[src/rtl/core/rrbo_pkg.sv]
`timescale 1ns / 1ps
// Package for the receive ring buffer: field widths, op codes, FSM states
// and the command/status structs between controller and datapath. No dependencies.
package rrbo_pkg;

  localparam int unsigned OP_W   = 3;
  localparam int unsigned DATA_W = 8;
  localparam int unsigned AMT_W  = 12;
  localparam int unsigned FILL_W = 11;

  typedef enum logic [OP_W-1:0] {
    OP_PUSH  = 3'd0,
    OP_POP   = 3'd1,
    OP_PEEK  = 3'd2,
    OP_DROP  = 3'd3,
    OP_FLUSH = 3'd4
  } op_e;

  typedef enum logic [2:0] {
    ST_IDLE,
    ST_DECODE,
    ST_SINGLE,
    ST_READ,
    ST_EMIT
  } state_e;

  // controller -> datapath
  typedef struct packed {
    logic load_item;    // capture the accepted item
    logic load_burst;   // latch burst length and start pointer
    logic exec_single;  // push/drop/flush/other, one result
    logic rd_issue;     // read one byte from the store
    logic emit_byte;    // send the byte read last as a result
  } ctrl_cmd_t;

  // datapath -> controller
  typedef struct packed {
    op_e  op;
    logic burst_zero;   // pop/peek has nothing to return
    logic burst_last;   // byte in flight is the last of the burst
    logic out_free;     // output register can take a result this cycle
  } dp_stat_t;

endpackage

[src/rtl/core/rrbo_ctrl.sv]
`timescale 1ns / 1ps
// Sequencer for the receive ring buffer: one item at a time.
// Depends on rrbo_pkg.
module rrbo_ctrl (
  input  logic                clk_i,
  input  logic                rst_ni,
  input  logic                in_valid_i,
  output logic                in_ready_o,
  input  rrbo_pkg::dp_stat_t  stat_i,
  output rrbo_pkg::ctrl_cmd_t cmd_o
);
  import rrbo_pkg::*;

  state_e state_q, state_d;

  always_ff @(posedge clk_i or negedge rst_ni) begin
    if (!rst_ni) begin
      state_q <= ST_IDLE;
    end else begin
      state_q <= state_d;
    end
  end

  always_comb begin
    state_d    = state_q;
    cmd_o      = '0;
    in_ready_o = 1'b0;
    unique case (state_q)
      ST_IDLE: begin
        in_ready_o = 1'b1;
        if (in_valid_i) begin
          cmd_o.load_item = 1'b1;
          state_d         = ST_DECODE;
        end
      end
      ST_DECODE: begin
        if ((stat_i.op == OP_POP || stat_i.op == OP_PEEK) && !stat_i.burst_zero) begin
          cmd_o.load_burst = 1'b1;
          state_d          = ST_READ;
        end else begin
          state_d = ST_SINGLE;
        end
      end
      ST_SINGLE: begin
        if (stat_i.out_free) begin
          cmd_o.exec_single = 1'b1;
          state_d           = ST_IDLE;
        end
      end
      ST_READ: begin
        cmd_o.rd_issue = 1'b1;
        state_d        = ST_EMIT;
      end
      ST_EMIT: begin
        if (stat_i.out_free) begin
          cmd_o.emit_byte = 1'b1;
          state_d         = stat_i.burst_last ? ST_IDLE : ST_READ;
        end
      end
      default: state_d = ST_IDLE;
    endcase
  end

endmodule

[config.mk]
export PLATFORM = sky130hd
export DESIGN_NAME = rrbo_ctrl
export DESIGN_NICKNAME = d
export VERILOG_FILES = /design/src/rtl/core/rrbo_pkg.sv /design/src/rtl/core/rrbo_ctrl.sv
export SDC_FILE = /design/constraint.sdc
export NUM_CORES = 1
export LEC_CHECK = 0
export ABC_CLOCK_PERIOD_IN_PS = 2700
export CAP_MARGIN = 25
export CORE_AREA = 4 4 41 43
export CTS_CLUSTER_SIZE = 20
export DETAILED_ROUTE_END_ITERATION = 8
export DIE_AREA = 0 0 45 47
export DONT_BUFFER_PORTS = 1
export GPL_TIMING_DRIVEN = 0
export PLACE_DENSITY = 0.41
export SYNTH_ARGS = -nofsm -noshare
export SYNTH_HDL_FRONTEND = slang
export SYNTH_SLANG_ARGS = --single-unit
[constraint.sdc]
create_clock -name clk_i -period 2.7 [get_ports clk_i]
set_input_delay 0.135 -clock clk_i [delete_from_list [all_inputs] [get_ports clk_i]]
set_output_delay 0.135 -clock clk_i [all_outputs]
set_load 0.02 [all_outputs]
==> impl_metrics.py, run 1 <==
metrics = {
    "run_status": {
        "outcome": "finished, final reports clean",
    },
    "timing": {
        "hold_viol": 0,
        "period_needed_ps": 1830,
        "fmax_mhz": 547,
        "worst_slack_ps": 872,
        "maxSlewViolCount": 0,
        "rsz0062_at_grt": "false",
        "worstMarginPinSlew_ps": 679,
        "worst_clock_skew_ps": 2.30,
        "timing.setup.tns_ps": 0,
        "finalSetupViolCount": 0,
        "relSlewSlack_pct": 54.4,
        "fin_crit_sh_pct": 67.7,
    },
    "global_routing": {
        "met1_usage_pct": 6.64,
        "grt_max_degree": 11,
        "groute.layer.met2.usage_pct": 9.89,
        "first_global_vias": 242,
        "antenna_found_initial": 0,
        "grt_pass1_wl_microns": 952,
        "top_usage_layer": "met4",
        "grt_usage_pct": 7.05,
        "met3_usage_pct": 2.68,
        "grt_overflow": 0,
    },
    "die": {
        "die_w_microns": 45,
        "die_h_microns": 47,
        "core_area_sq_mm": 0.00130,
        "die_area_sq_mm": 0.00212,
        "start_util_pct": 18.3,
        "row_count": 13,
        "num_io_pins": 15,
    },
    "detailed_routing": {
        "vias": 203,
        "ant_nets": 0,
        "wirelength_microns": 569,
        "route.detailed.drc": 0,
        "firstDrtPassIters": 2,
        "routed_via_density": 4.61,
        "drtIter0Drc": 1,
        "wl_per_cell_microns": 12.9,
    },
    "cts": {
        "htree_levels": 1,
        "cts_tree": "built",
        "cts_resized": 0,
        "cts_buffers": 3,
        "clockBufferDepth": 2,
        "cts.clk_slew.worst_paths_ps": 40,
        "numClockSinks": 3,
        "root_buffer": "clkbuf_4",
        "cts_setup_buffers": 0,
        "clock_latency_ps": 240,
    },
    "worst_setup_path": {
        "r2r-start": "state_q[2]",
        "critPathKind": "flip-flop to primary output",
        "crit_start": "state_q[1]",
        "crit_path_start_kind": "flip-flop",
        "r2r_cells": 3,
        "arrival_ps": 1690,
        "end_kind": "primary output",
        "crit_required_ps": 2570,
        "critPathMaxFanout": 9,
    },
    "final_layout": {
        "mostFrequentLayoutCells": "clkbuf_4 (3), dfrtp_1 (3), nor3_1 (2)",
        "fin_nets": 39,
        "regMostFlops": "state_q",
        "final_layout_size_suffix_gt1_share_pct": 44.8,
        "largest_reg_flops": 3,
        "area.growth.synth_to_final_pct": 23.2,
        "final_cells": 44,
        "reg.largest.list": "state_q: 3 flops",
        "diodes": 0,
    },
    "yosys": {
        "yosys.cell_count.top_type": "dfrtp_1",
        "synth_area_leader_cell": "dfrtp_1",
        "muxShareOfSynthArea_pct": 0,
        "ys_ff_latch": 3,
        "ys.flop_type": "dfrtp_1",
        "synth_xor_area_share_pct": 3.68,
        "synth_common_cells": "dfrtp_1 (3), nor3_1 (2)",
        "syn_inst": 24,
        "synth_area_per_cell_sq_um": 9.91,
        "synth_compound_area_share_pct": 18.4,
        "yosys_warnings": 0,
        "synthTopCellsByArea": "dfrtp_1 (32%), a221oi_2 (6.3%), nand2b_4 (5.8%), and4bb_2 (5.3%), buf_6 (4.7%)",
        "synthDistinctLibCells": 21,
        "synth-edff-count": 0,
        "synth_top_family_by_area": "simple AND/OR/NAND/NOR gates",
        "yosys.area_share.simple_pct": 37.9,
        "seq_area_frac_synth_pct": 31.6,
        "synth_fp_nets": 33,
        "synth_fa_ha_area_share_pct": 0,
        "syn-cell-area_sq_um": 238,
        "synthArstFlopShare_pct": 100,
        "synth_top_cell_area_share_pct": 31.6,
    },
    "placed_design": {
        "place_inst": 39,
        "port_buffers": 0,
        "detailedPlace.worstSlack_ps": 1100,
        "place.gp.congestion": 0.703,
    },
    "hold_path": {
        "holdPathStages": 2,
        "min_from": "stat_i[1]",
        "hold_class": "input pin to flip-flop",
    },
    "power": {
        "p_leak_nw": 0.120,
        "vdd_ir_drop_max_mv": 0.280,
        "powerDensity_mw_per_mm2": 1190,
    },
    "flow_run": {
        "cap_viol_max_count": 0,
    },
}
-- worst max-delay path, stage by stage (launching register included) --
cell and delay (ps):
dfrtp_1 350, clkbuf_2 170, nor3_1 600, and2_1 340
-- final cells by class --
class | instances | area (sq um)
Multi-Input combinational cell | 18 | 143
Buffer | 2 | 16.3
Inverter | 1 | 3.75
Tap cell | 15 | 18.8
Timing Repair Buffer | 1 | 10.0
Fill cell | 157 | 1010
Clock buffer | 4 | 26.3
Sequential cell | 3 | 75.1
-- stage by stage --
step / util (%) / hold WS [ps] / total power, mW / area, sq um
after floorplan: - / -161 / 0.241 / 238
after global placement: 19.7 / -160 / 0.265 / 256
after detailed placement: 19.7 / -160 / 0.266 / 256
after CTS: 22.5 / 89.0 / 0.354 / 293
after global routing: 22.5 / 109 / 0.375 / 293
final: 22.5 / 97.7 / 0.349 / 293
-- where the power goes --
part | leakage (nW) | internal, mW | switching (mW)
registers | 0.0389 | 0.0639 | 0.0131
logic | 0.0664 | 0.0799 | 0.110
clock network | 0.0150 | 0.0556 | 0.0267
total | 0.120 | 0.199 | 0.149
-- kinds of logic (layout without fill, tap and decap cells) --
logic type | count (synthesis) | after routing
compound gates | 5 | 5
buf+inv | 3 | 8
flops | 3 | 3
simple gates | 12 | 12
xor+xnor | 1 | 1
-- worst paths after layout --
check,endpoint,slack (ps)
worst max register to register,state_q[0],1280
worst min register to register,state_q[0],600
worst max-delay path,cmd_o[4],870
max in group asynchronous,state_q[2],2410
worst min-delay path,state_q[0],100
min in group asynchronous,state_q[1],150
-- layer usage --
layer	wire (microns)	vias up	share of wire, %
met5	0	-	0
met4	0	0	0
met3	31	0	5.4
met2	327	7	57
met1	210	98	37
li1	-	98	-
-- what timing repair did --
action                                  4_1_cts  5_1_grt
endpoints found under the hold margin         3        0
endpoints found under the setup margin        0        0
hold buffers                                  1        0
Note: power is estimated with default switching activity, not from simulation.
==> inputs of run 2 (changes only) <==
ABC_CLOCK_PERIOD_IN_PS = 1610   (was 2700)
clock period = 1.61 ns   (was 2.7 ns; I/O delays follow)
==> run 2 against run 1 <==
  * Sequential cell count did not move
  * Core utilization is 2.1 points higher
  * Critical path depth stayed put
  * Sequential power rose by 57%
  * Cell area up 9.4%
  * Die area unchanged
  * Wire length is 3.9% higher
  * Via count rose by 0.99%
  * Largest power group unchanged
==> impl_metrics.py, run 2 (same netlist as run 1, synthesis figures left out) <==
metrics = {
    "die": {
        "die_area_sq_mm": 0.00212,
        "die_h_microns": 47,
        "die_w_microns": 45,
        "start_util_pct": 18.3,
        "row_count": 13,
        "num_io_pins": 15,
        "core_area_sq_mm": 0.00130,
    },
    "worst_setup_path": {
        "critPathMaxFanout": 2,
        "crit_path_start_kind": "flip-flop",
        "cp_top_family": "simple AND/OR/NAND/NOR gates",
        "slowest_stage": "or4_4",
        "arrival_ps": 1470,
        "path_buf_inv": 0,
        "crit_chain": "nand2b_4, or4_4, nor2_4",
        "critPathMaxStageDelay_ps": 500,
        "crit_required_ps": 1530,
        "end_kind": "primary output",
        "critPathKind": "flip-flop to primary output",
    },
    "final_layout": {
        "final_layout_size_suffix_gt1_share_pct": 56.7,
        "regArea_sq_um": 76.3,
        "multi_input_area_sq_um": 161,
        "area.growth.synth_to_final_pct": 34.7,
        "largest_reg_flops": 3,
        "mostFrequentLayoutCells": "clkbuf_4 (3), dfrtp_1 (2)",
        "regMostFlops": "state_q",
        "fin_nets": 40,
        "diodes": 0,
        "reg.largest.list": "state_q: 3 flops",
        "final_common_cell": "clkbuf_4",
        "final_core_util_pct": 24.6,
        "fill_cells": 156,
    },
    "cts": {
        "cts_tree": "built",
        "clockBufferDepth": 2,
        "cts_buffers": 3,
        "numClockSinks": 3,
        "cts.clk_slew.worst_paths_ps": 40,
        "root_buffer": "clkbuf_4",
        "htree_levels": 1,
        "clock_latency_ps": 240,
    },
    "global_routing": {
        "grt_pass1_wl_microns": 972,
        "antenna_found_initial": 0,
        "first_global_vias": 247,
        "grt_usage_pct": 7.21,
        "grt_overflow": 0,
        "grt_max_degree": 11,
    },
    "placed_design": {
        "port_buffers": 0,
        "place.gp.congestion": 0.703,
    },
    "timing": {
        "period_needed_ps": 1550,
        "fmax_mhz": 644,
        "fin_crit_sh_pct": 96.4,
        "timing.setup.tns_ps": 0,
        "worst_clock_skew_ps": 2.49,
        "worstMarginPinSlew_ps": 621,
        "finalSetupViolCount": 0,
        "rsz0062_at_grt": "false",
        "maxSlewViolCount": 0,
        "hold_viol": 0,
        "relSlewSlack_pct": 58.3,
    },
    "detailed_routing": {
        "route.detailed.drc": 0,
        "drtIter0Drc": 1,
        "ant_nets": 0,
        "vias": 205,
        "wirelength_microns": 591,
        "wl_per_cell_microns": 13.1,
        "routed_via_density": 4.56,
        "firstDrtPassIters": 2,
    },
    "flow_run": {
        "cap_viol_max_count": 0,
    },
    "power": {
        "p_leak_nw": 0.126,
        "powerDensity_mw_per_mm2": 2000,
        "power_mw": 0.641,
        "vdd_ir_drop_max_mv": 0.468,
    },
    "run_status": {
        "outcome": "finished, final reports clean",
    },
    "hold_path": {
        "hold_class": "input pin to flip-flop",
    },
}
run 2: layout make-up:
cell class / instances / share of cell area, %
flip-flops and latches: 3 / 23.8
inverters: 1 / 1.17
well taps: 15 / 5.86
plain buffers: 2 / 5.08
clock buffers: 4 / 8.20
multi-input cells: 18 / 50.4
repair buffers: 2 / 5.47
run 2: what timing repair did:
item                                    CTS  global route
resized for setup                         5             0
endpoints found under the hold margin     3             0
hold buffers                              1             0
buffers inserted                          1             0
endpoints found under the setup margin    2             0
run 2: where the power goes:
part	internal, mW	leakage (nW)	switching (mW)
logic	0.162	0.0738	0.220
clock network	0.0933	0.0150	0.0448
registers	0.109	0.0374	0.0126
total	0.364	0.126	0.277
run 2: final timing paths:
kind	slack [ps]	start	to	cells after the start
max in group asynchronous	1360	rst_ni	state_q[2]	1
setup / recovery	60	state_q[2]	cmd_o[3]	3
setup reg to reg	230	state_q[2]	state_q[0]	3
hold / removal	40	stat_i[1]	state_q[0]	2
hold reg to reg	650	state_q[1]	state_q[0]	2
min in group asynchronous	90	rst_ni	state_q[1]	1
run 2: routing by layer:
| metal | up-vias | global-route usage [%] | share of wire, % |
|---|---|---|---|
| li1 | 99 | - | - |
| met1 | 99 | 6.88 | 41 |
| met2 | 7 | 10.2 | 53 |
| met3 | 0 | 2.68 | 5.2 |
| met4 | 0 | 10.5 | 0 |
| met5 | - | 0 | 0 |
run 2: worst reg2reg max path: cells and delay by family (launching register included):
| family | cells | cell delay (ps) |
|---|---|---|
| AND/OR/NAND/NOR | 2 | 650 |
| AO/OA/AOI/OAI | 1 | 250 |
| flip-flops | 1 | 400 |
run 2: metrics by stage:
| step | instances | instance area [sq um] | worst slack [ps] | hold WS [ps] |
|---|---|---|---|---|
| after CTS | 45 | 320 | 39.3 | 34.7 |
| after global routing | 45 | 320 | 1.65 | 54.7 |
| after detailed placement | 39 | 256 | 61.3 | -215 |
| final | 45 | 320 | 58.3 | 43.5 |
| after floorplan | 24 | 238 | 163 | -215 |
| after global placement | 39 | 256 | 58.2 | -215 |
